**config.mk**
```make
export PLATFORM = sky130hd
export DESIGN_NAME = gps_sqrt
export DESIGN_NICKNAME = d
export VERILOG_FILES = /design/src/hw/rtl/gps_sqrt.sv
export SDC_FILE = /design/constraint.sdc
export NUM_CORES = 1
export LEC_CHECK = 0
export BUFFER_PORTS_ARGS = -buffer_cell sky130_fd_sc_hd__clkbuf_2
export CAP_MARGIN = 10
export CORE_UTILIZATION = 63
export CTS_CLUSTER_SIZE = 28
export DETAILED_ROUTE_END_ITERATION = 16
export PLACE_DENSITY = 0.91
export SETUP_SLACK_MARGIN = 0.15
export SYNTH_ARGS = -nofsm -noshare
export SYNTH_HDL_FRONTEND = slang
export SYNTH_SLANG_ARGS = --single-unit
```
**constraint.sdc**
```tcl
create_clock -name i_clk -period 3.7 [get_ports i_clk]
set_input_delay 0.185 -clock i_clk [delete_from_list [all_inputs] [get_ports i_clk]]
set_output_delay 0.185 -clock i_clk [all_outputs]
set_load 0.01 [all_outputs]
```
**src/hw/rtl/gps_sqrt.sv**
```systemverilog
module gps_sqrt (
    input  logic        i_clk,
    input  logic        i_rst_n,
    input  logic        i_start,
    input  logic [63:0] i_n,
    output logic        o_done,
    output logic [31:0] o_root
);

    logic        r_busy;
    logic        r_done;
    logic [4:0]  r_cnt;
    logic [63:0] r_n;
    logic [33:0] r_rem;
    logic [31:0] r_root;
    logic [35:0] t_val;
    logic [35:0] trial;
    logic        ge;

    // one result bit per cycle: bring down two radicand bits, try root*4+1
    assign t_val = {r_rem, r_n[63:62]};
    assign trial = {2'b00, r_root, 2'b01};
    assign ge    = (t_val >= trial);

    always_ff @(posedge i_clk) begin
        if (!i_rst_n) begin
            r_busy <= 1'b0;
            r_done <= 1'b0;
            r_cnt  <= '0;
        end else begin
            r_done <= 1'b0;
            if (i_start) begin
                r_busy <= 1'b1;
                r_cnt  <= '0;
            end else if (r_busy) begin
                r_cnt <= r_cnt + 5'd1;
                if (r_cnt == 5'd31) begin
                    r_busy <= 1'b0;
                    r_done <= 1'b1;
                end
            end
        end
    end

    always_ff @(posedge i_clk) begin
        if (i_start) begin
            r_n    <= i_n;
            r_rem  <= '0;
            r_root <= '0;
        end else if (r_busy) begin
            r_n    <= {r_n[61:0], 2'b00};
            r_rem  <= ge ? 34'(t_val - trial) : t_val[33:0];
            r_root <= {r_root[30:0], ge};
        end
    end

    assign o_done = r_done;
    assign o_root = r_root;

endmodule

```
# After elaboration in Yosys (flattened, before gate mapping)

Cells that the tools add are included.

Add/subtract/negate cells: 2
Order comparisons: 1
Eq/ne operators: 1
Muxes and demuxes: 7
Bitwise logic cells: 2
Reduce and logical (&&, ||, !) cells: 3

Operators with widths:

| cell                | number |
|---|---|
| $mux 64             | 2 |
| $ge 36x34->1        | 1 |
| $mux 34             | 1 |
| $sub 34x34->34      | 1 |
| $add 5x1->5 const B | 1 |
| $eq 5x5->1 const B  | 1 |
| $mux 1              | 4 |
| $reduce_or 3->1     | 1 |
| $not 1->1           | 2 |
| $reduce_bool 2->1   | 1 |
| $reduce_or 2->1     | 1 |

Register bits after elaboration: 137
Input port bits: 67
Output and inout bits: 33
Word-level logic and storage cells: 22

# Logic depth before layout (Yosys ltp)

Gate-level depths: netlist of the first run.

Depth after elaboration: 4
Depth in mapped cells: 14
Mapped depth without buffers: 11

# Worst setup path after synthesis of the first run

No wires, ideal clock.

Path type: register -> register
Start: register r_root[0], in the netlist o_root[0]
End: register r_rem[33]
Setup time: 0.117 ns
Data arrival time: 2.518 ns
Required time: 3.583 ns
Slack: 1.064 ns
Stages on the path, launching flop included: 12
Buffers on the path: 0
Clock period less this slack: 2.636 ns
Cells stage by stage: dfxtp_1 -> inv_1 -> ha_1 -> nor2b_4 -> o31ai_4 -> a211oi_2 -> o21ba_4 -> o211ai_4 -> a211oi_2 -> nor2_2 -> o41a_1 -> a32o_1

Longest elaborated chain between the ends: 2
Elaborated cells on any way between the ends: 3
Those cells by class: add/sub: 1; order compare: 1; mux: 1

RTL lines:

| item                                           | line   | text |
|---|---|---|
| start, declared                                | 15     | `logic [31:0] r_root;` |
| start signal, assigned                         | 53     | `r_root <= {r_root[30:0], ge};` |
| $sub 34x34->34 or $ge 36x34->1 (tied branches) | 52, 23 |  |
| $mux 34 *                                      | 52     | `r_rem <= ge ? 34'(t_val - trial) : t_val[33:0];` |
| end signal, assigned                           | 52     |  |
| end, declared                                  | 14     | `logic [33:0] r_rem;` |

Mark *: on every way between the ends. The rest lies on a longest branch, timed or not.
A chain may end at the register's enable or synchronous reset.

# Final worst setup path of the first run

Start: register r_root[4], in the netlist o_root[4]
End: register r_rem[29]

Same word-level chain as after synthesis.

==> results of run 1 <==
## flip-flops by register name, indices dropped and copies added, names as in the netlist
name / cells
o_done: 1
o_root: 32
r_busy: 1
r_cnt: 5
r_n: 64
r_rem: 34
## cell families after synthesis
family	Yosys count	share of synthesized area [%]
muxes	98	13.80
adders and majority gates	36	5.871
and+or+nand+nor	224	13.63
xor gates and xnor gates	22	2.511
AOI/OAI and AO/OA	157	15.39
DFF	137	44.10
buffers and inverters	81	4.697
## per-stage QoR
| step | util [%] | worst slack [ns] |
|---|---|---|
| 2_1_floorplan | - | 1.064 |
| 3_3_place_gp | 70.40 | 0.8009 |
| 3_5_place_dp | 70.40 | 0.6738 |
| 4_1_cts | 75.23 | 0.6561 |
| 5_1_grt | 75.23 | 0.4045 |
| 6_report | 75.23 | 0.5835 |
## area by class of cell
type / instances / area, um^2
clock buffers: 19 / 446.7
clock inverters: 13 / 106.4
fillers: 803 / 2889
inverters: 46 / 172.7
multi-input cells: 537 / 3929
flip-flops and latches: 137 / 3387
well taps: 143 / 178.9
repair buffers: 106 / 553.0
## final timing paths
| kind | end | slack (ns) | cells after the start |
|---|---|---|---|
| setup / recovery | r_rem[29] | 0.58 | 11 |
| hold / removal | r_n[12] | 0.05 | 2 |
| setup reg to reg | r_rem[29] | 0.58 | 11 |
| hold reg to reg | r_rem[25] | 0.49 | 2 |
## cell usage after synthesis (5+ instances only)
master    number
dfxtp_1       73
nand3_1       14
a311oi_1      13
buf_1          5
nor2_1        82
ha_1          36
clkbuf_1      22
nand2_1       59
nand2_2       10
a21oi_1       45
edfxtp_1      64
and3_1         7
nand4_1        6
a21o_1         9
mux2_2        62
a211oi_1       7
xor2_1         9
o21ai_0       16
inv_1         46
o21ai_1        9
o21a_1         8
xnor2_1       13
nand2b_1       9
a31oi_1        5
a311oi_2      10
mux2i_1       36
or3_1          5
nor3_1        10
## cell usage in the layout, fill, tap and decap left out, types with 8 or more instances in the layout
| cell type | synthesis | layout |
|---|---|---|
| ha_1 | 36 | 36 |
| a311oi_2 | 10 | 10 |
| xnor2_1 | 13 | 13 |
| xor2_1 | 9 | 9 |
| clkbuf_2 | 0 | 98 |
| nor2_1 | 82 | 82 |
| clkbuf_16 | 0 | 17 |
| edfxtp_1 | 64 | 64 |
| a21oi_1 | 45 | 45 |
| o21ai_1 | 9 | 9 |
| inv_1 | 46 | 45 |
| nand2_2 | 10 | 10 |
| dfxtp_1 | 73 | 72 |
| a21o_1 | 9 | 9 |
| nand3_1 | 14 | 14 |
| mux2_2 | 62 | 62 |
| o21ai_0 | 16 | 16 |
| o21a_1 | 8 | 8 |
| nand2_1 | 59 | 59 |
| mux2i_1 | 36 | 36 |
| nor3_1 | 10 | 10 |
| nand2b_1 | 9 | 9 |
| a311oi_1 | 13 | 13 |
## layer usage
layer | track usage [%] | wire [um]
met1 | 33.57 | 7086
met3 | 9.611 | 1258
met2 | 49.15 | 8476
met4 | 13.78 | 527
met5 | 0 | 0
## worst reg2reg max path, delay by kind of cell, from the launching register on
kind                     cells  cell delay, ns
AO/OA/AOI/OAI                6            1.72
XOR/XNOR                     1            0.18
adder cells (fa/ha/maj)      1            0.37
buffers and inverters        1            0.06
flip-flops                   1            0.38
AND/OR/NAND/NOR              2            0.32
## power groups by stage
stage	clock [mW]	sequential (mW)	combinational (mW)
6_report	1.62	1.90	2.74
5_1_grt	1.69	1.92	3.01
4_1_cts	1.63	1.90	2.69
3_5_place_dp	0	1.93	2.67
3_3_place_gp	0	1.92	2.57
2_1_floorplan	0	1.88	2.30
==> results.sh, run 1 <==
export IMPL_setup_viol=0
export IMPL_dieHeight_um=112.4
export IMPL_synth_cells=755
export IMPL_ios=100
export IMPL_overflow=0
export IMPL_final_area_mm2=0.008773
export IMPL_worstHoldStart="i_n[12]"
export IMPL_critPathLaunchType="register"
export IMPL_min_period_over_period_pct=84.23
export IMPL_dp_cells=968
export IMPL_initial_core_util_pct=65.79
export IMPL_syn_nets=858
export IMPL_slew_headroom_pct=40.08
export IMPL_htreeDepth=4
export IMPL_avgSynthCellArea_um2=10.16
export IMPL_end_kind="register"
export IMPL_period_minus_slack_ns=3.116
export IMPL_critical_path_required_ns=4.04
export IMPL_cts_tree="built"
export IMPL_p_total_mw=6.255
export IMPL_yosysTopAreaCell="edfxtp_1"
export IMPL_postCtsSetupRepairBufs=0
export IMPL_vdd_ir_drop_max_uv=389.6
export IMPL_via_per_inst=6.055
export IMPL_synth_seq_area_share_pct=44.10
export IMPL_final_cells=1001
export IMPL_globalplace_congestion=0.8667
export IMPL_grt_max_degree=78
export IMPL_cts_made_buffers=17
export IMPL_synth_cell_area_mm2=0.007672
export IMPL_power_frac_comb_pct=43.7
export IMPL_grt_pass1_wl_um=28940
export IMPL_area_growth_pct=14.35
export IMPL_p_per_area_mw_per_mm2=712.9
export IMPL_die_area_mm2=0.01262
export IMPL_power_leakage_nw=3.596
export IMPL_wl_per_cell_um=17.33
export IMPL_track_usage_pct=29.14
export IMPL_path_buf_inv=1
export IMPL_drv_cap=0
export IMPL_holdCritPathClass="in2reg"
export IMPL_timing_fmax_ghz=0.3209
export IMPL_p_sw_mw=2.499
export IMPL_clockRootBuffer="clkbuf_16"
export IMPL_postCtsHoldBufs=1
export IMPL_crit_start="o_root[4]"
export IMPL_power_frac_clock_pct=25.9
export IMPL_place_area_mm2=0.008210
export IMPL_clock_skew_final_ns=0.01286
export IMPL_fp_row_count=39
export IMPL_status="finished, final reports clean"
export IMPL_pwr_share_seq_pct=30.4
export IMPL_hold_viol=0
export IMPL_clk_path_buf_depth=2
export IMPL_synth_edff_count=64
export IMPL_max_stage_delay_ns=0.50
export IMPL_ys_async_sr_fraction_pct=0
export IMPL_drtAntennaViolNets=0
export IMPL_worstPathMaxFanout=6
export IMPL_diodes=0
export IMPL_grt_antenna_before_repair=0
export IMPL_ys_ff_latch=137
export IMPL_tightestPinTransition_ns=0.8989
export IMPL_clk_pin_slew_ns=0.07
export IMPL_clock_latency_ns=0.43
export IMPL_cp_data_arrival_time_ns=3.46
export IMPL_synthDistinctLibCells=68
export IMPL_crit_family="compound AO/OA/AOI/OAI gates"
export IMPL_fin_tns_setup_ns=0
export IMPL_cts_resized=0
export IMPL_rsz0062_at_grt="no"
export IMPL_synth_top_area_share_pct=25.05
export IMPL_ys_warn_count=0
export IMPL_ys_flop_type="dfxtp_1"
export IMPL_first_pass_iters=5
export IMPL_crit_top_cell="a21oi_1"
export IMPL_crit_type="reg2reg"
export IMPL_r2r_start="o_root[4]"
export IMPL_yosys_top_cells_area="edfxtp_1, dfxtp_1, mux2_2, ha_1, mux2i_1"
export IMPL_vias=6061
export IMPL_swShare_pct=39.96
export IMPL_nets=948
export IMPL_internal_power_mw=3.755
export IMPL_hpwl_um=11710
export IMPL_core_mm2=0.01166
export IMPL_routed_wirelength_um=17350
export IMPL_die_w_um=112.4
export IMPL_layout_drive_gt1_share_pct=27.86
export IMPL_dr_first_iter_drc_count=398
export IMPL_portBuffers=99
export IMPL_cts_sinks=137
export IMPL_route_detailed_drc=0
export IMPL_slowest_stage="a211oi_1"
export IMPL_grt_pass1_vias=6139
export IMPL_slew_violations=0
export IMPL_cp_cell_sequence="inv_1 > ha_1 > a21o_1 > a21oi_1 > and3b_1 > o21ai_1 > a21oi_1 > a211oi_1 > xnor2_1 > nand2_1 > a311oi_1"
export IMPL_timing_hold_ws_ns=0.05021
(Power assumes the default switching activity.)
==> run 2, diff against run 1 <==
- ABC_AREA: unset -> 1
- CORE_UTILIZATION: 63 -> 59
- PLACE_DENSITY: 0.91 -> 0.86
- clock period: 3.7 -> 3.14 ns (I/O delays scaled with it)
==> run 2 against run 1 <==
Compared with the run above:
- design area increased by 11%
- critical path type unchanged
- sequential share of layout area decreased by 3.9 points
- utilization decreased by 2.2 points
==> results.sh, run 2 <==
export IMPL_r2r_start="o_root[25]"
export IMPL_period_minus_slack_ns=2.597
export IMPL_top_register="r_n"
export IMPL_reg2reg_to="r_rem[18]"
export IMPL_diodes=0
export IMPL_hold_end="r_n[46]"
export IMPL_synthTopCellsByCount="nand2_1, inv_1, dfxtp_1"
export IMPL_track_usage_pct=34.17
export IMPL_reg2reg_slack_ns=0.54
export IMPL_grt_antenna_before_repair=0
export IMPL_ys_warn_count=0
export IMPL_route_detailed_drc=0
export IMPL_p_per_area_mw_per_mm2=1032
export IMPL_pre_cts_ws_ns=0.5530
export IMPL_ys_async_sr_fraction_pct=0
export IMPL_slowest_stage="nand4_4"
export IMPL_portBuffers=99
export IMPL_seq_area_mm2=0.003383
export IMPL_synthDistinctLibCells=36
export IMPL_yosys_top_cells_area="nand2_1, edfxtp_1, dfxtp_1, inv_1, ha_1"
export IMPL_hpwl_um=14850
export IMPL_status="finished, final reports clean"
export IMPL_rsz0062_at_grt="no"
export IMPL_die_w_um=119.3
export IMPL_cp_data_arrival_time_ns=2.93
export IMPL_fill_cells=1026
export IMPL_multi_input_area_mm2=0.004036
export IMPL_via_per_inst=5.410
export IMPL_worstRegToRegCells=13
export IMPL_p_total_mw=10.06
export IMPL_final_area_mm2=0.009747
export IMPL_timing_fmax_ghz=0.3850
export IMPL_worst_slack_ns=0.5429
export IMPL_wl_per_cell_um=15.80
export IMPL_worstPathMaxFanout=24
export IMPL_yosysTopAreaCell="nand2_1"
export IMPL_fp_row_count=42
export IMPL_cts_tree="built"
export IMPL_grt_max_degree=67
export IMPL_avgSynthCellArea_um2=7.017
export IMPL_final_cell_mix="nand2_1, inv_1, clkbuf_2, dfxtp_1, nand3_1"
export IMPL_setup_viol=0
export IMPL_max_stage_delay_ns=0.42
export IMPL_worstHoldStart="i_n[46]"
export IMPL_cts_made_buffers=17
export IMPL_ys_flop_type="dfxtp_1"
export IMPL_grt_pass1_wl_um=37810
export IMPL_ios=100
export IMPL_drv_cap=0
export IMPL_initial_core_util_pct=60.77
export IMPL_synth_cell_area_mm2=0.008112
export IMPL_slew_headroom_pct=21.30
export IMPL_clock_latency_ns=0.44
export IMPL_utilization_pct=73.02
export IMPL_tightestPinTransition_ns=1.179
export IMPL_hold_viol=0
export IMPL_vias=7964
export IMPL_end_kind="register"
export IMPL_synth_cells=1156
export IMPL_fin_tns_setup_ns=0
export IMPL_layout_drive_gt1_share_pct=12.35
export IMPL_holdPathStages=3
export IMPL_area_growth_pct=20.16
export IMPL_first_pass_iters=6
export IMPL_nets=1386
export IMPL_dieHeight_um=119.3
export IMPL_crit_type="reg2reg"
export IMPL_yosysMostFrequentCell="nand2_1"
export IMPL_clk_path_buf_depth=2
export IMPL_largest_register_ffs=64
export IMPL_die_area_mm2=0.01422
export IMPL_grt_pass1_vias=7792
export IMPL_place_area_mm2=0.008758
export IMPL_critPathLaunchType="register"
export IMPL_drtAntennaViolNets=0
export IMPL_htreeDepth=4
export IMPL_slew_violations=0
export IMPL_vdd_ir_drop_max_uv=660.7
export IMPL_clock_skew_final_ns=0.01262
export IMPL_min_period_over_period_pct=82.71
export IMPL_final_common_cell="nand2_1"
export IMPL_clk_pin_slew_ns=0.06
export IMPL_synth_top_area_share_pct=24.43
export IMPL_routed_wirelength_um=23260
export IMPL_cp_cell_sequence="inv_1 > ha_1 > a21oi_1 > nand2_1 > inv_1 > nand2_1 > a21oi_1 > nand4_4 > buf_4 > nand2_1 > nand2_1 > nand2_1 > nand2_1"
export IMPL_overflow=0
export IMPL_dr_first_iter_drc_count=566
export IMPL_crit_top_cell="nand2_1"
export IMPL_critical_path_required_ns=3.47
export IMPL_cts_sinks=137
export IMPL_clockRootBuffer="clkbuf_16"
export IMPL_syn_nets=1259
export IMPL_power_leakage_nw=5.092
export IMPL_globalplace_congestion=0.9683
export IMPL_holdCritPathClass="in2reg"
export IMPL_synth_seq_area_share_pct=41.71
export IMPL_synth_edff_count=64
export IMPL_ys_ff_latch=137
export IMPL_core_mm2=0.01335
## run 2: changes by cell type after synthesis, sizes merged, moves of 23 or more
cell    before  now
mux2        62    0
nand2       70  533
o22ai        0   31
nor2        85   62
mux2i       36    0
a311oi      23    0
inv         46  142
nand3       14   69
## run 2: per-stage QoR
| step | cells | hold slack [ns] |
|---|---|---|
| after global placement | 1407 | 0.3959 |
| final | 1472 | 0.006800 |
| after global routing | 1472 | 0.002593 |
| after floorplan | 1156 | 0.2762 |
| after CTS | 1471 | 0.00003875 |
| after detailed placement | 1407 | 0.3983 |
## run 2: worst max-delay path, delay by kind of cell (launching register included)
| family | cells | cell delay [ns] |
|---|---|---|
| AOI/OAI and AO/OA | 2 | 0.48 |
| adders and majority gates | 1 | 0.35 |
| buffers and inverters | 3 | 0.47 |
| DFF | 1 | 0.32 |
| and+or+nand+nor | 7 | 0.85 |
## run 2: kinds of logic (layout without fill, tap and decap cells)
group	count (synthesis)	in the layout	share of synthesized area, %
compound gates	83	83	5.985
simple gates	708	708	36.33
xor+xnor	17	17	1.836
fa+ha+maj	36	36	5.553
flops	137	137	41.71
buf+inv	175	315	8.592
## run 2: report_power, final
| part | switching, mW | internal [mW] | leakage (nW) |
|---|---|---|---|
| registers | 0.132 | 2.11 | 1.25 |
| clock network | 0.891 | 1.37 | 0.320 |
| logic | 3.70 | 1.86 | 3.52 |
| total | 4.72 | 5.34 | 5.09 |
## run 2: worst max-delay path by stage
stage | startpoint | endpoint | slack [ns] | cells after the start
floorplan | r_busy | r_n[0] | 1.03 | 3
global placement | o_root[25] | r_rem[18] | 0.58 | 13
detailed placement | o_root[25] | r_rem[12] | 0.55 | 13
CTS | o_root[25] | r_rem[18] | 0.54 | 13
global route | o_root[25] | r_rem[31] | 0.30 | 12
finish | o_root[25] | r_rem[18] | 0.54 | 13
## run 2: layer usage
metal / wire length, um / up-vias / GRT usage (%)
met5: 0 / - / 0
met3: 1716 / 56 / 8.094
met2: 11660 / 353 / 60.47
met4: 768 / 0 / 14.64
met1: 9116 / 3627 / 39.14
li1: - / 3928 / -
## run 2: area by class of cell
class                           count  area share [%]
Multi-Input combinational cell    844           41.41
Tap cell                          176           2.259
Clock buffer                       17           4.365
Timing Repair Buffer              140           9.345
Clock inverter                     15           2.388
Sequential cell                   137           34.71
Inverter                          143           5.520
## run 2: what timing repair did
action	CTS	global route
hold buffers	32	1
buffers inserted	0	0
endpoints found under the hold margin	33	1
gates resized for setup	0	0
==> run 3, diff against run 2 <==
- clock period: 3.14 -> 2.6 ns (I/O delays scaled with it)
==> run 3 against run 2 <==
Compared with the run above:
- the run now ends with negative hold slack left
- power increased by 31%
- count of clock-buffer cells in the layout unchanged
- hold slack got worse by 0.013 ns
- maximum frequency increased by 12%
- sequential cell count unchanged
- first-iteration DRC count increased by 55%
- largest power group unchanged
- clock power increased by 13%
- worst setup slack got worse by 0.27 ns
- global-route usage increased by 2.2 points
==> results.sh, run 3 (synthesized netlist as in run 2, its figures left out) <==
export IMPL_cp_cell_sequence="inv_1 > ha_1 > nand2_2 > nor2_2 > nand2_1 > nor2_2 > nand4_1 > nand4_4 > buf_4 > nand2_1 > nand3_1 > nand2_1"
export IMPL_violations="negative hold slack"
export IMPL_track_usage_pct=36.36
export IMPL_hold_viol=1
export IMPL_largest_register_ffs=64
export IMPL_cts_made_buffers=17
export IMPL_initial_core_util_pct=60.77
export IMPL_power_leakage_nw=5.287
export IMPL_min_period_over_period_pct=89.52
export IMPL_cts_sinks=137
export IMPL_crit_family="simple AND/OR/NAND/NOR gates"
export IMPL_timing_hold_ws_ns=-0.006577
export IMPL_rsz0062_at_grt="no"
export IMPL_slowest_stage="ha_1"
export IMPL_dr_first_iter_drc_count=878
export IMPL_clock_latency_ns=0.45
export IMPL_vias=8505
export IMPL_drv_cap=0
export IMPL_critPathLaunchType="register"
export IMPL_clk_pin_slew_ns=0.07
export IMPL_nets=1430
export IMPL_multi_input_area_mm2=0.004282
export IMPL_fin_tns_setup_ns=0
export IMPL_tightestPinTransition_ns=0.5822
export IMPL_first_pass_iters=6
export IMPL_cp_data_arrival_time_ns=2.66
export IMPL_portBuffers=99
export IMPL_max_stage_delay_ns=0.38
export IMPL_vdd_ir_drop_max_uv=807.9
export IMPL_htreeDepth=4
export IMPL_p_per_area_mw_per_mm2=1274
export IMPL_slew_violations=0
export IMPL_final_area_mm2=0.01035
export IMPL_area_growth_pct=27.61
export IMPL_crit_top_cell="nand2_1"
export IMPL_grt_max_degree=81
export IMPL_grt_pass1_vias=8009
export IMPL_status="finished with violations"
export IMPL_top_register="r_n"
export IMPL_place_area_mm2=0.008758
export IMPL_grt_antenna_before_repair=0
export IMPL_utilization_pct=77.55
export IMPL_die_area_mm2=0.01422
export IMPL_period_minus_slack_ns=2.328
export IMPL_die_w_um=119.3
export IMPL_holdCritPathClass="in2reg"
export IMPL_ios=100
export IMPL_diodes=0
export IMPL_overflow=0
export IMPL_worstPathMaxFanout=7
export IMPL_routed_wirelength_um=26370
export IMPL_via_per_inst=5.610
export IMPL_hpwl_um=14740
export IMPL_final_cell_mix="nand2_1, inv_1, clkbuf_2, dfxtp_1, nand3_1"
export IMPL_clk_path_buf_depth=2
export IMPL_crit_type="reg2reg"
export IMPL_cts_tree="built"
export IMPL_core_mm2=0.01335
export IMPL_grt_pass1_wl_um=39650
export IMPL_wl_per_cell_um=17.40
export IMPL_fill_cells=922
export IMPL_final_common_cell="nand2_1"
export IMPL_drtAntennaViolNets=0
export IMPL_seq_area_mm2=0.003383
export IMPL_end_kind="register"
export IMPL_clock_skew_final_ns=0.01819
export IMPL_setup_viol=0
export IMPL_clockRootBuffer="clkbuf_16"
export IMPL_globalplace_congestion=0.9630
export IMPL_fp_row_count=42
export IMPL_route_detailed_drc=0
export IMPL_path_buf_inv=2
export IMPL_critical_path_required_ns=2.93
export IMPL_p_total_mw=13.19
export IMPL_slew_headroom_pct=61.19
export IMPL_layout_drive_gt1_share_pct=14.85
export IMPL_timing_fmax_ghz=0.4296
export IMPL_dieHeight_um=119.3
## run 3: changes by cell type in the layout (fill, tap and decap cells not counted), sizes merged
| cell | change |
|---|---|
| clkinvlp | +1 |
| dlygate4sd3 | +27 |
| inv | -2 |
| clkinv | +3 |
| bufinv | -2 |
| a21oi | +1 |
| buf | +11 |
| nand3 | +3 |
| clkbuf | +1 |
| nand4 | +1 |
## run 3: report_power, final
part | switching (mW) | internal (mW) | leakage (nW)
clock | 1.09 | 1.45 | 0.297
sequential | 0.180 | 2.55 | 1.25
combinational | 5.11 | 2.81 | 3.74
## run 3: through the flow
stage	setup WS [ns]	std cells
floorplan	0.4944	1156
global placement	0.1533	1407
detailed placement	0.07858	1407
CTS	0.1525	1502
global route	0.1393	1516
finish	0.2724	1516
## run 3: cell type report
class                      instances  area share [%]
multi-input combinational        849           41.36
sequential                       137           32.68
timing repair buffer             179           12.69
inverter                         143           5.234
clock buffer                      17           4.110
tap                              176           2.127
clock inverter                    15           1.789
## run 3: path summary, 6_finish.rpt
kind         startpoint   endpoint  slack, ns  depth (start not counted)
min             i_n[59]    r_n[59]     -0.007                          3
max          o_root[26]  r_rem[21]       0.27                         12
min reg2reg   r_rem[32]  r_rem[32]       0.47                          2
max reg2reg  o_root[26]  r_rem[21]       0.27                         12
## run 3: what timing repair did
action | 4_1_cts | 5_1_grt
hold endpoints to repair | 61 | 0
hold buffers | 60 | 0
resized for setup | 1 | 33
buffers inserted | 2 | 9
pin swaps | 2 | 8
setup endpoints to repair | 27 | 35
gates cloned | 1 | 5
## run 3: layer usage
metal	vias to the layer above	wire, um	GRT usage [%]
li1	4032	-	-
met1	3868	10180	41.62
met2	506	12660	62.50
met3	99	2321	8.333
met4	0	1203	20.09
met5	-	0	0
## run 3: tightest hold or removal path: stages
cell and delay (ns):
clkbuf_2 0.09, nand2_1 0.05, nand2_1 0.06
