$ cat src/hw/rtl/gps_div.sv
module gps_div #(
    parameter int NUM_W = 80,
    parameter int DEN_W = 64
) (
    input  logic             i_clk,
    input  logic             i_rst_n,
    input  logic             i_start,
    input  logic [NUM_W-1:0] i_num,
    input  logic [DEN_W-1:0] i_den,
    output logic             o_done,
    output logic [NUM_W-1:0] o_quot
);

    localparam int CW = $clog2(NUM_W + 1);

    logic             r_busy;
    logic             r_done;
    logic [CW-1:0]    r_cnt;
    logic [NUM_W-1:0] r_q;
    logic [DEN_W-1:0] r_r;
    logic [DEN_W-1:0] r_den;
    logic [DEN_W:0]   t_val;
    logic [DEN_W:0]   diff;
    logic             ge;

    // restoring division, one quotient bit per cycle
    assign t_val = {r_r, r_q[NUM_W-1]};
    assign diff  = t_val - {1'b0, r_den};
    assign ge    = (t_val >= {1'b0, r_den});

    always_ff @(posedge i_clk) begin
        if (!i_rst_n) begin
            r_busy <= 1'b0;
            r_done <= 1'b0;
            r_cnt  <= '0;
        end else begin
            r_done <= 1'b0;
            if (i_start) begin
                r_busy <= 1'b1;
                r_cnt  <= '0;
            end else if (r_busy) begin
                r_cnt <= r_cnt + CW'(1);
                if (r_cnt == CW'(NUM_W - 1)) begin
                    r_busy <= 1'b0;
                    r_done <= 1'b1;
                end
            end
        end
    end

    always_ff @(posedge i_clk) begin
        if (i_start) begin
            r_q   <= i_num;
            r_r   <= '0;
            r_den <= i_den;
        end else if (r_busy) begin
            r_r <= ge ? diff[DEN_W-1:0] : t_val[DEN_W-1:0];
            r_q <= {r_q[NUM_W-2:0], ge};
        end
    end

    assign o_done = r_done;
    assign o_quot = r_q;

endmodule

$ cat config.mk
export PLATFORM = sky130hd
export DESIGN_NAME = gps_div
export DESIGN_NICKNAME = d
export VERILOG_FILES = /design/src/hw/rtl/gps_div.sv
export SDC_FILE = /design/constraint.sdc
export NUM_CORES = 1
export LEC_CHECK = 0
export BUFFER_PORTS_ARGS = -buffer_cell sky130_fd_sc_hd__buf_2
export CAP_MARGIN = 20
export CORE_ASPECT_RATIO = 1.1
export CORE_MARGIN = 2
export CORE_UTILIZATION = 48
export DETAILED_ROUTE_END_ITERATION = 12
export HOLD_SLACK_MARGIN = 0.15
export PLACE_DENSITY_LB_ADDON = 0.05
export SYNTH_ARGS = -nofsm -noshare
export SYNTH_HDL_FRONTEND = slang
export SYNTH_SLANG_ARGS = --single-unit
$ cat constraint.sdc
create_clock -name i_clk -period 6 [get_ports i_clk]
set_clock_uncertainty 0.1 [all_clocks]
set_input_delay 0.9 -clock i_clk [delete_from_list [all_inputs] [get_ports i_clk]]
set_output_delay 0.9 -clock i_clk [all_outputs]
set_load 0.02 [all_outputs]
; After elaboration in Yosys (flattened, before gate mapping)
; Cells that the tools add are included.
[word_totals]
in_bits = 147
out_inout_bits = 81
register_bits = 217
word_cells = 22
[op_classes]
bitwise = 2
order_cmp = 1
n_mux = 7
n_eq_ne = 1
addsub = 2
n_reduce_logical = 3
[op_table]
columns = operator, n
row1 = 80-bit 2-to-1 mux, 2
row2 = 65-bit by 64-bit greater-or-equal comparator with 1-bit output, 1
row3 = 64-bit 2-to-1 mux, 1
row4 = 64-bit subtractor, 1
row5 = 7-bit by 1-bit adder with 7-bit output (second input constant), 1
row6 = 7-bit == test (second input constant), 1
row7 = 1-bit 2-to-1 mux, 4
row8 = 3-bit OR reduction, 1
row9 = 1-bit inverter, 2
row10 = 2-bit nonzero test, 1
row11 = 2-bit OR reduction, 1

; Longest topological paths before layout
; Gate-level depths: netlist of run 1.
[logic_depth]
depth_word = 4
mapped_depth = 15
mapped_depth_nobuf = 13

; Worst setup path before layout of run 1
; OpenSTA, ideal clock, no wires.
[synth_timing]
path_kind = input to register
start = input i_start
end = register r_q[0], in the netlist o_quot[0], enable pin
stages = 4
setup_slack_ns = 2.442
required_ns = 5.466
path_buffers = 2
setup_time_ns = 0.434
arrival_time_ns = 3.023
cell_sequence = clkbuf_1 > nor2_1 > clkbuf_1 > inv_1
[synth_between]
elab_chain_len = 1
[synth_lines]
columns = element, line_no
row1 = start: declaration, 7  ; input logic i_start,
row2 = 2-bit nonzero test (no line), --
row3 = end signal: assignment, 53  ; r_q <= i_num;
row4 = end signal: assignment, 58  ; r_q <= {r_q[NUM_W-2:0], ge};
row5 = end: declaration, 19  ; logic [NUM_W-1:0] r_q;
; No other way between the ends.
; A chain may end at the register's enable or synchronous reset.

; Worst setup path in the final report of run 1
[layout_timing]
start = register r_den[3]
end = register r_r[9]
[layout_between]
elab_chain_len = 2
word_cells_on_any_way = 3
classes_between = add/sub: 1 / order compare: 1 / mux: 1
[layout_lines]
columns = element, line_no
row1 = start: declaration, 21  ; logic [DEN_W-1:0] r_den;
row2 = start signal: assignment, 55  ; r_den <= i_den;
row3 = 64-bit subtractor / 65-bit by 64-bit greater-or-equal comparator with 1-bit output (equally long branches), "28, 29"
row4 = 64-bit 2-to-1 mux (*), 57  ; r_r <= ge ? diff[DEN_W-1:0] : t_val[DEN_W-1:0];
row5 = end signal: assignment, 57
row6 = end: declaration, 20  ; logic [DEN_W-1:0] r_r;
; Mark *: on every way between the ends. The rest lies on a longest branch, timed or not.

==> impl_metrics.csv, run 1 <==
group,metric,value,unit
run_status,outcome,"completed",
die,core_area,0.0260,mm2
die,die_x,159,um
clock_network,cts_tree,"yes",
logic_synthesis,ys_seq_area_frac,0.458,
drt,detail-route-antenna-nets,0,
final_layout,fillers,2374,
worst_hold_path,hold_class,"reg2reg",
logic_synthesis,synthesis.area,0.0126,mm2
timing,finalSetupViolations,0,
clock_network,cts_max_level,1,
final_layout,multi_input_area,0.00629,mm2
clock_network,cts_made_buffers,26,
final_layout,register_area,0.00579,mm2
drt,drc,0,
place,pre_cts_slack,1.86,ns
clock_network,clk_latency,0.53,ns
timing,rsz0062_at_grt,"false",
drt,drtIter0Drc,528,
worst_setup_path,cp.required,6.32,ns
clock_network,cts_max_path_buffers,3,
clock_network,cts_setup_buffers,0,
clock_network,clk_pin_slew,0.06,ns
pwr,ir_worst_vdd,0.000237,V
logic_synthesis,ys_warn_count,0,
clock_network,clock_sinks,217,
logic_synthesis,async_flop_share,0,
timing,finalMaxSlewViolations,0,
die,io_pins,228,
drt,num_vias,9932,
pwr,p_leak,6.16,nW
worst_setup_path,path_max_fanout,26,
timing,finalSetupTns,0,ns
final_layout,layout-drive-gt1-share,0.255,
timing,max_freq,0.240,GHz
timing,fin_crit,4.18,ns
clock_network,root_buffer,"clkbuf_16",
drt,viasPerCell,5.48,
worst_hold_path,hold_path_startpoint,"r_r[52]",
worst_setup_path,criticalPathCategory,"reg2reg",
die,initial_core_util,0.486,
die,rows,62,
place,dp_hpwl,22200,um
die,die_h,174,um
worst_setup_path,r2r-start,"r_den[3]",
global_route,grt_max_degree,90,
global_route,grt_pass1_vias,9909,
run,cap_violations,0,
worst_setup_path,arrival,4.49,ns
clock_network,cts_resized,0,
timing,finalHoldViolCount,0,
pwr,powerDensity,276,mW/mm2
final_layout,areaGrowthSynthToFinish,17.6,%
logic_synthesis,synth_flop_cell,"edfxtp_1",
die,die_area,0.0276,mm2
final_layout,nets,1654,
worst_setup_path,r2r_slack,1.82,ns
logic_synthesis,synth_seq_cells,217,
global_route,grt-ovfl-total,0,
timing,slew_headroom,0.351,
worst_setup_path,startpoint,"r_den[3]",
timing,setup_ws,1.82,ns
drt,dr.pass1.iters,5,
logic_synthesis,synth_nets,1447,
global_route,grt_use_total,0.218,
worst_setup_path,worstSetupStartpointType,"flip-flop",
logic_synthesis,synth_cell_types,68,
timing,fin_crit_sh,0.696,
clock_network,cts_hold_buf,0,
timing,tightest_slew,0.972,ns
logic_synthesis,syn_area_per_cell,10.2,um2
logic_synthesis,synthCells,1234,
global_route,grt_antenna_before_repair,1,
drt,drt-total-wl,30400,um
logic_synthesis,synth-edff-count,144,
worst_setup_path,endpoint_kind,"flip-flop",
place,gp_congestion,0.891,
drt,wl_per_cell,16.8,um
global_route,grt_first_pass_wirelength,49500,um
place,io_buffers,227,
per-stage QoR:
| stage | instance area (um2) | instances | hold WS, ns | util | total power, mW |
|---|---|---|---|---|---|
| 6_report | 14800 | 1813 | 0.383 | 0.571 | 4.10 |
| 5_1_grt | 14800 | 1813 | 0.408 | 0.571 | 4.31 |
| 4_1_cts | 14800 | 1812 | 0.385 | 0.571 | 4.15 |
| 3_5_place_dp | 14000 | 1765 | 0.377 | 0.540 | 2.62 |
| 3_3_place_gp | 14000 | 1765 | 0.370 | 0.540 | 2.62 |
| 2_1_floorplan | 12600 | 1234 | 0.353 | - | 2.38 |
placed cells by master (no fill, tap or decap), drive strengths merged, types with 5 or more instances in the layout:
master | synthesis | layout
a21o | 28 | 28
nor2 | 99 | 99
nand2 | 95 | 95
nand3 | 19 | 19
o31ai | 11 | 11
o21ai | 53 | 53
and3 | 13 | 13
clkbuf | 38 | 35
a31oi | 11 | 11
or2 | 6 | 6
nor3 | 16 | 16
dfxtp | 73 | 73
a31o | 5 | 5
inv | 81 | 80
edfxtp | 144 | 144
o21bai | 11 | 11
mux2 | 80 | 80
mux2i | 55 | 55
nor2b | 7 | 7
ha | 65 | 65
nand4 | 21 | 21
xnor2 | 33 | 33
nor4 | 5 | 5
nand2b | 9 | 9
a221oi | 5 | 5
o211ai | 6 | 6
o21a | 12 | 12
a21oi | 85 | 85
a211oi | 47 | 47
buf | 18 | 235
or3 | 15 | 15
clkinv | 0 | 12
xor2 | 26 | 26
per-layer routing:
layer	routed length, um	vias to the layer above	share of wire	global-route usage
met4	612	0	0.020	0.0552
li1	-	4959	-	-
met2	14100	308	0.46	0.350
met1	13600	4621	0.45	0.299
met5	0	-	0	0
met3	2090	44	0.069	0.0504
logic make-up (layout without fill, tap and decap cells):
group / after synthesis / after routing / synth area share
and+or+nand+nor: 319 / 319 / 0.119
AOI/OAI and AO/OA: 301 / 301 / 0.157
DFF: 217 / 217 / 0.458
buffers and inverters: 137 / 363 / 0.0441
muxes: 135 / 135 / 0.115
adders and majority gates: 66 / 66 / 0.0660
xor gates and xnor gates: 59 / 59 / 0.0409
other: 0 / 1 / 0
worst max-delay path, cell delays in order (launching register included):
cell	delay, ns
edfxtp_1	0.32
inv_1	0.04
ha_1	0.36
o211ai_1	0.13
a21o_1	0.19
a21o_1	0.20
nor2b_4	0.16
or3_1	0.43
a31oi_1	0.27
o21ai_1	0.15
a21oi_4	0.78
buf_4	0.51
mux2i_1	0.13
a211oi_1	0.27
flip-flops by register name, summed over array words and instances, names as in the netlist:
register  count
o_quot       80
r_den        64
r_r          64
r_cnt         7
o_done        1
r_busy        1
cell usage after synthesis (4+ instances only):
| cell type | instances | area, um2 |
|---|---|---|
| nand2b_1 | 9 | 56.3 |
| o21ai_0 | 52 | 260 |
| buf_2 | 4 | 20.0 |
| nor2_1 | 99 | 372 |
| and3_1 | 13 | 81.3 |
| buf_4 | 6 | 45.0 |
| a221oi_1 | 4 | 35.0 |
| nand3_1 | 19 | 95.1 |
| o31ai_1 | 10 | 75.1 |
| or3_1 | 15 | 93.8 |
| a31oi_1 | 11 | 68.8 |
| a211oi_1 | 47 | 353 |
| nor4_1 | 5 | 31.3 |
| mux2_2 | 80 | 901 |
| a21oi_1 | 84 | 420 |
| mux2i_1 | 55 | 551 |
| a31o_2 | 5 | 43.8 |
| nor2b_1 | 6 | 37.5 |
| nand2_1 | 95 | 357 |
| xor2_1 | 26 | 228 |
| buf_1 | 6 | 22.5 |
| nand4_1 | 21 | 131 |
| ha_1 | 65 | 813 |
| and2_1 | 4 | 25.0 |
| nor3_1 | 15 | 75.1 |
| inv_1 | 81 | 304 |
| o21a_1 | 12 | 90.1 |
| o211ai_1 | 6 | 45.0 |
| xnor2_1 | 33 | 289 |
| clkbuf_1 | 38 | 143 |
| edfxtp_1 | 144 | 4320 |
| or2_2 | 5 | 31.3 |
| a21o_1 | 27 | 203 |
| o21bai_1 | 11 | 82.6 |
| dfxtp_1 | 73 | 1460 |
path summary, 6_finish.rpt:
path / to / cells past startpoint
min reg2reg: r_r[52] / 2
max: r_r[9] / 13
max reg2reg: r_r[9] / 13
min: r_r[52] / 2
layout make-up:
class | count | share of cell area
antenna | 1 | 0.000169
clock buffer | 35 | 0.0496
clock inverter | 12 | 0.00565
inverter | 81 | 0.0206
multi-input combinational | 880 | 0.424
sequential | 217 | 0.390
tap | 352 | 0.0297
timing repair buffer | 235 | 0.0810
report_power, final:
part	total (mW)	switching, mW	internal, mW
registers	1.80	0.0656	1.73
clock network	1.50	0.607	0.896
logic	0.798	0.476	0.323
total	4.10	1.15	2.95
(Power assumes the default switching activity.)
==> run 2: changes to the inputs <==
--- a/config.mk
+++ b/config.mk
@@ -5,6 +5,7 @@
 export SDC_FILE = /design/constraint.sdc
 export NUM_CORES = 1
 export LEC_CHECK = 0
+export ABC_AREA = 1
 export BUFFER_PORTS_ARGS = -buffer_cell sky130_fd_sc_hd__buf_2
 export CAP_MARGIN = 20
 export CORE_ASPECT_RATIO = 1.1
==> constraint.sdc (replaced) <==
create_clock -name i_clk -period 4.3 [get_ports i_clk]
set_clock_uncertainty 0.1 [all_clocks]
set_input_delay 0.645 -clock i_clk [delete_from_list [all_inputs] [get_ports i_clk]]
set_output_delay 0.645 -clock i_clk [all_outputs]
set_load 0.02 [all_outputs]
==> run 2 against run 1 <==
Compared with the run above:
- synthesized area grew 17%
- core utilization is 0.68 points lower
- clock power rose by 51%
- worst hold slack got worse by 0.22 ns
- setup slack lost 0.91 ns
- die area increased by 16%
- cell count up 55%
==> impl_metrics.csv, run 2 <==
group,metric,value,unit
logic_synthesis,synth_area_leaders,"edfxtp_1 (29%), nand2_1 (23%), dfxtp_1 (9.9%), inv_1 (9.7%), ha_1 (5.5%)",
logic_synthesis,synth_cell_types,41,
final_layout,largest_register_ffs,80,
place,pre_cts_slack,1.00,ns
timing,rsz0062_at_grt,"false",
global_route,grt_max_degree,77,
global_route,grt_antenna_before_repair,3,
die,die_x,171,um
logic_synthesis,async_flop_share,0,
clock_network,cts_made_buffers,25,
place,gp_congestion,1.01,
worst_setup_path,path_max_fanout,63,
global_route,grt_use_total,0.287,
global_route,grt_first_pass_wirelength,71900,um
drt,drtIter0Drc,1138,
pwr,switchingPower,1.46,mW
timing,fin_crit,3.38,ns
drt,drt-total-wl,45600,um
logic_synthesis,synth_flop_cell,"edfxtp_1",
worst_setup_path,endpoint_kind,"flip-flop",
worst_setup_path,path_cells,"inv_1, ha_1, a21oi_1, nand2_1, o21bai_1, a21oi_2, nor2_4, nor2_8, nand2_4, nand2_1, nand3_1, nand2_1",
pwr,p_leak,9.36,nW
logic_synthesis,synth_top_area_share,0.294,
clock_network,clock_sinks,217,
clock_network,cts_resized,0,
worst_setup_path,arrival,3.77,ns
die,io_pins,228,
global_route,gr-usage-met2,0.470,
logic_synthesis,synthesis.area,0.0147,mm2
logic_synthesis,synth_nets,2380,
die,die_h,188,um
logic_synthesis,yosys.area_share.adder,0.0566,
timing,slew_headroom,0.347,
drt,viasPerCell,4.95,
worst_setup_path,cp.required,4.69,ns
timing,max_freq,0.296,GHz
timing,tightest_slew,0.980,ns
pwr,power,5.43,mW
logic_synthesis,ys_warn_count,0,
timing,finalHoldViolCount,0,
worst_setup_path,worstSetupStartpointType,"flip-flop",
final_layout,register_area,0.00579,mm2
drt,num_vias,13940,
drt,drc,0,
clock_network,cts_tree,"yes",
clock_network,clk_pin_slew,0.07,ns
final_layout,layout-drive-gt1-share,0.135,
final_layout,multi_input_area,0.00719,mm2
timing,setup_ws,0.919,ns
final_layout,nets,2599,
timing,finalSetupViolations,0,
pwr,p_seq_frac,0.450,
timing,finalMaxSlewViolations,0,
place,io_buffers,227,
die,core_area,0.0303,mm2
logic_synthesis,synth-edff-count,144,
worst_hold_path,hold_class,"in2reg",
place,dp_hpwl,35300,um
pwr,ir_worst_vdd,0.000306,V
worst_setup_path,critPathSlowestCell,"nand2_4",
logic_synthesis,synthCells,2167,
final_layout,post-route-util,0.564,
logic_synthesis,synth_compound_area_frac,0.0440,
run_status,outcome,"completed",
final_layout,layout_common_cells,"nand2_1 (908), inv_1 (380), buf_2 (226)",
global_route,grt.busiest_layer,"met2",
logic_synthesis,synth_seq_cells,217,
pwr,power.internal,3.97,mW
clock_network,root_buffer,"clkbuf_16",
global_route,grt-ovfl-total,0,
logic_synthesis,synth_mux_area_frac,0,
pwr,pwr-share-clk,0.417,
logic_synthesis,synth_most_common_cell,"nand2_1",
die,rows,67,
clock_network,clk_latency,0.56,ns
pwr,p_sw_frac,0.269,
logic_synthesis,synth_top_area_cell,"edfxtp_1",
run,cap_violations,0,
global_route,met3_usage,0.0456,
timing,finalSetupTns,0,ns
logic_synthesis,syn_area_per_cell,6.79,um2
clock_network,cts_max_path_buffers,3,
timing,fin_crit_sh,0.786,
drt,detail-route-antenna-nets,0,
worst_setup_path,crit_path_frequent_cell,"nand2_1",
final_layout,areaGrowthSynthToFinish,16.3,%
logic_synthesis,yosys-top-cells-count,"nand2_1 (908), inv_1 (381), nand3_1 (149)",
worst_setup_path,crit_path_max_incr_delay,0.51,ns
drt,wl_per_cell,16.2,um
clock_network,cts_setup_buffers,0,
drt,dr.pass1.iters,5,
pwr,powerDensity,317,mW/mm2
logic_synthesis,synth-simple-area-share,0.365,
global_route,met1_usage,0.390,
worst_setup_path,criticalPathCategory,"reg2reg",
logic_synthesis,ys_seq_area_frac,0.393,
final_layout,layout_commonest_cell,"nand2_1",
logic_synthesis,synth_top_family_by_area,"simple AND/OR/NAND/NOR gates",
logic_synthesis,synthXorXnorAreaFrac,0.0220,
global_route,grt_pass1_vias,13405,
die,die_area,0.0321,mm2
final_layout,fillers,3054,
clock_network,cts_max_level,1,
pwr,combinationalPowerShare,0.133,
die,initial_core_util,0.485,
-- run 2: worst paths after layout --
kind              startpoint        end  slack [ns]  depth (start not counted)
setup / recovery   r_den[48]    r_r[46]        0.92                         12
hold / removal     i_den[34]  r_den[34]        0.16                          1
setup reg to reg   r_den[48]    r_r[46]        0.92                         12
hold reg to reg      r_r[36]    r_r[36]        0.37                          2
-- run 2: layout make-up --
| class | instances | share of cell area |
|---|---|---|
| clock buffers | 28 | 0.0383 |
| diodes | 1 | 0.000146 |
| clock inverters | 17 | 0.0118 |
| well taps | 414 | 0.0302 |
| inverters | 393 | 0.0863 |
| flip-flops and latches | 217 | 0.338 |
| repair buffers | 241 | 0.0757 |
| multi-input cells | 1508 | 0.420 |
-- run 2: per-layer routing --
| metal | vias to the layer above | share of wire |
|---|---|---|
| met4 | 4 | 0.029 |
| met1 | 6266 | 0.44 |
| met3 | 71 | 0.069 |
| met5 | - | 0.00059 |
| li1 | 7134 | - |
| met2 | 465 | 0.46 |
-- run 2: per-stage QoR --
step	hold slack, ns	cell area (um2)	std cells
after floorplan	0.344	14700	2167
after global placement	0.355	16200	2768
after detailed placement	0.359	16200	2768
after CTS	0.151	17100	2813
after global routing	0.151	17100	2819
final	0.163	17100	2819
-- run 2: repair_timing --
| action | 4_1_cts | 5_1_grt |
|---|---|---|
| endpoints found under the setup margin | 0 | 0 |
| endpoints found under the hold margin | 0 | 5 |
| hold buffers | 0 | 5 |
-- run 2: power groups by stage --
stage | combinational [mW] | sequential, mW | clock, mW
5_1_grt | 0.799 | 2.46 | 2.39
4_1_cts | 0.722 | 2.44 | 2.30
2_1_floorplan | 0.339 | 2.58 | 0
3_3_place_gp | 0.715 | 2.48 | 0
3_5_place_dp | 0.722 | 2.48 | 0
6_report | 0.722 | 2.44 | 2.26
-- run 2: critical path: cells and delay by family (launching register included) --
| family | cells | cell delay, ns |
|---|---|---|
| buf+inv | 1 | 0.04 |
| flops | 1 | 0.32 |
| simple gates | 7 | 1.62 |
| compound gates | 3 | 0.82 |
| fa+ha+maj | 1 | 0.36 |
-- run 2: kinds of logic after synthesis --
kind of cell	after synthesis
DFF	217
and+or+nand+nor	1282
buffers and inverters	442
adders and majority gates	66
AOI/OAI and AO/OA	123
xor gates and xnor gates	37
==> run 3: changes to the inputs <==
==> constraint.sdc (replaced) <==
create_clock -name i_clk -period 2.91 [get_ports i_clk]
set_clock_uncertainty 0.1 [all_clocks]
set_input_delay 0.4365 -clock i_clk [delete_from_list [all_inputs] [get_ports i_clk]]
set_output_delay 0.4365 -clock i_clk [all_outputs]
set_load 0.02 [all_outputs]
==> run 3 against run 2 <==
Compared with the run above:
- first-iteration DRC count decreased by 0.62%
- non-clock buffer count grew 176
- clock power rose by 40%
- maximum frequency rose by 19%
- sequential share of layout area fell by 3.1 points
- cell area increased by 10%
- worst hold slack improved by 0.074 ns
- count of clock-buffer cells in the layout up 10
- combinational power is 76% higher
- global-route usage increased by 3.1 points
- critical endpoint is now r_r[58]
==> impl_metrics.csv, run 3 (same netlist as run 2, synthesis figures left out) <==
group,metric,value,unit
drt,met1_length,22500,um
drt,drt-total-wl,51000,um
worst_setup_path,worstSetupStartpointType,"flip-flop",
worst_setup_path,critPathBufInv,1,
final_layout,areaGrowthSynthToFinish,27.9,%
worst_setup_path,r2r_cells,13,
final_layout,multi_input_area,0.00720,mm2
worst_hold_path,hold_class,"in2reg",
drt,dr_wl_met3,3200,um
pwr,power,8.05,mW
timing,slew_headroom,0.529,
place,dp_hpwl,37200,um
timing,finalMaxSlewViolations,0,
drt,top_layer_used,"met4",
worst_setup_path,startpoint,"r_r[49]",
clock_network,cts_max_path_buffers,3,
final_layout,fillers,2803,
global_route,grt_pass1_vias,14691,
timing,tightest_slew,0.707,ns
worst_setup_path,timing.rr.end,"r_r[58]",
clock_network,clk_pin_slew,0.07,ns
global_route,grt-ovfl-total,0,
die,rows,67,
pwr,p_leak,10.1,nW
die,initial_core_util,0.485,
drt,viasPerCell,4.95,
clock_network,clk_latency,0.55,ns
worst_setup_path,critical_path.top_delay_family,"simple AND/OR/NAND/NOR gates",
drt,detail-route-antenna-nets,0,
drt,wl_met2,23800,um
worst_setup_path,criticalPathCategory,"reg2reg",
final_layout,layout-drive-gt1-share,0.138,
timing,max_freq,0.351,GHz
run_status,outcome,"completed",
place,gp_congestion,0.994,
final_layout,layout_commonest_cell,"nand2_1",
worst_setup_path,crit_path_max_incr_delay,0.56,ns
clock_network,cts_made_buffers,25,
timing,rsz0062_at_grt,"false",
drt,dr.pass1.iters,7,
timing,finalSetupTns,0,ns
timing,finalSetupViolations,0,
final_layout,post-route-util,0.621,
place,io_buffers,227,
pwr,powerDensity,427,mW/mm2
final_layout,layout_common_cells,"nand2_1 (908), inv_1 (380), buf_2 (226)",
clock_network,clock_sinks,217,
worst_hold_path,hold_path_startpoint,"i_start",
drt,num_vias,14825,
timing,fin_crit_sh,0.979,
worst_hold_path,min_to,"r_den[31]",
die,die_area,0.0321,mm2
die,io_pins,228,
run,cap_violations,0,
die,die_h,188,um
die,core_area,0.0303,mm2
final_layout,register_area,0.00579,mm2
timing,finalHoldViolCount,0,
worst_setup_path,r2r_slack,0.06,ns
global_route,grt_max_degree,114,
worst_setup_path,cp.required,3.25,ns
pwr,ir_worst_vdd,0.000414,V
drt,drtIter0Drc,1131,
place,placed_cells,2804,
global_route,grt_antenna_before_repair,1,
final_layout,largest_register_ffs,80,
drt,drc,0,
global_route,grt_first_pass_wirelength,79500,um
worst_hold_path,hold_path_depth,1,
worst_setup_path,path_cells,"ha_1, nand2_1, nor2_1, nand2_1, nor4_1, buf_4, nand2_1, nand2_1, nand2_1, nand2_1, nand2_1, nand3_1, nand2_1",
worst_setup_path,arrival,3.18,ns
worst_setup_path,endpoint_kind,"flip-flop",
clock_network,cts_max_level,1,
drt,wl_per_cell,17.0,um
worst_setup_path,path_max_fanout,5,
final_layout,nets,2775,
timing,fin_crit,2.85,ns
die,die_x,171,um
global_route,grt_use_total,0.318,
worst_setup_path,crit_path_frequent_cell,"nand2_1",
clock_network,root_buffer,"clkbuf_16",
clock_network,cts_tree,"yes",
worst_setup_path,r2r-start,"r_r[49]",
worst_setup_path,critPathSlowestCell,"nor4_1",
worst_setup_path,cp.depth,13,
final_layout,layout.cells.non_filler,2996,
## run 3: where the power goes
part	internal [mW]	switching, mW
Clock	1.84	1.32
Combinational	0.496	0.776
Sequential	3.52	0.0945
## run 3: worst max-delay path by stage
stage | end | slack [ns]
after CTS | r_r[59] | 0.15
after detailed placement | r_r[59] | 0.16
after global placement | r_r[59] | 0.14
final | r_r[58] | 0.06
after floorplan | o_quot[0] | 0.60
after global routing | r_r[44] | 0.0006
## run 3: area by class of cell
cell class,count,area share
Clock buffer,38,0.0374
Sequential cell,217,0.307
Clock inverter,8,0.00505
Antenna cell,1,0.000133
Tap cell,414,0.0275
Multi-Input combinational cell,1508,0.382
Inverter,393,0.0784
Timing Repair Buffer,417,0.162
## run 3: metrics by stage
| stage | setup slack [ns] | hold WS (ns) | cell area, um2 |
|---|---|---|---|
| final | 0.0624 | 0.237 | 18800 |
| after global routing | 0.000607 | 0.250 | 18800 |
| after CTS | 0.147 | 0.229 | 18800 |
| after detailed placement | 0.159 | 0.360 | 16600 |
| after global placement | 0.142 | 0.353 | 16600 |
| after floorplan | 0.595 | 0.344 | 14700 |
## run 3: per-layer routing
metal / track usage / vias up
met5: 0 / -
met4: 0.0919 / 0
met3: 0.0424 / 75
met2: 0.540 / 533
met1: 0.423 / 6734
li1: - / 7483
## run 3: what timing repair did
action	in CTS	in global routing
setup endpoints to repair	0	2
hold endpoints to repair	145	0
buffers inserted	0	0
hold buffers	145	0
resized for setup	0	3
## run 3: worst reg2reg max path: stages, from the launching register on
cell	delay (ns)
dfxtp_1	0.34
ha_1	0.47
nand2_1	0.15
nor2_1	0.23
nand2_1	0.21
nor4_1	0.56
buf_4	0.22
nand2_1	0.10
nand2_1	0.10
nand2_1	0.05
nand2_1	0.06
nand2_1	0.05
nand3_1	0.07
nand2_1	0.05
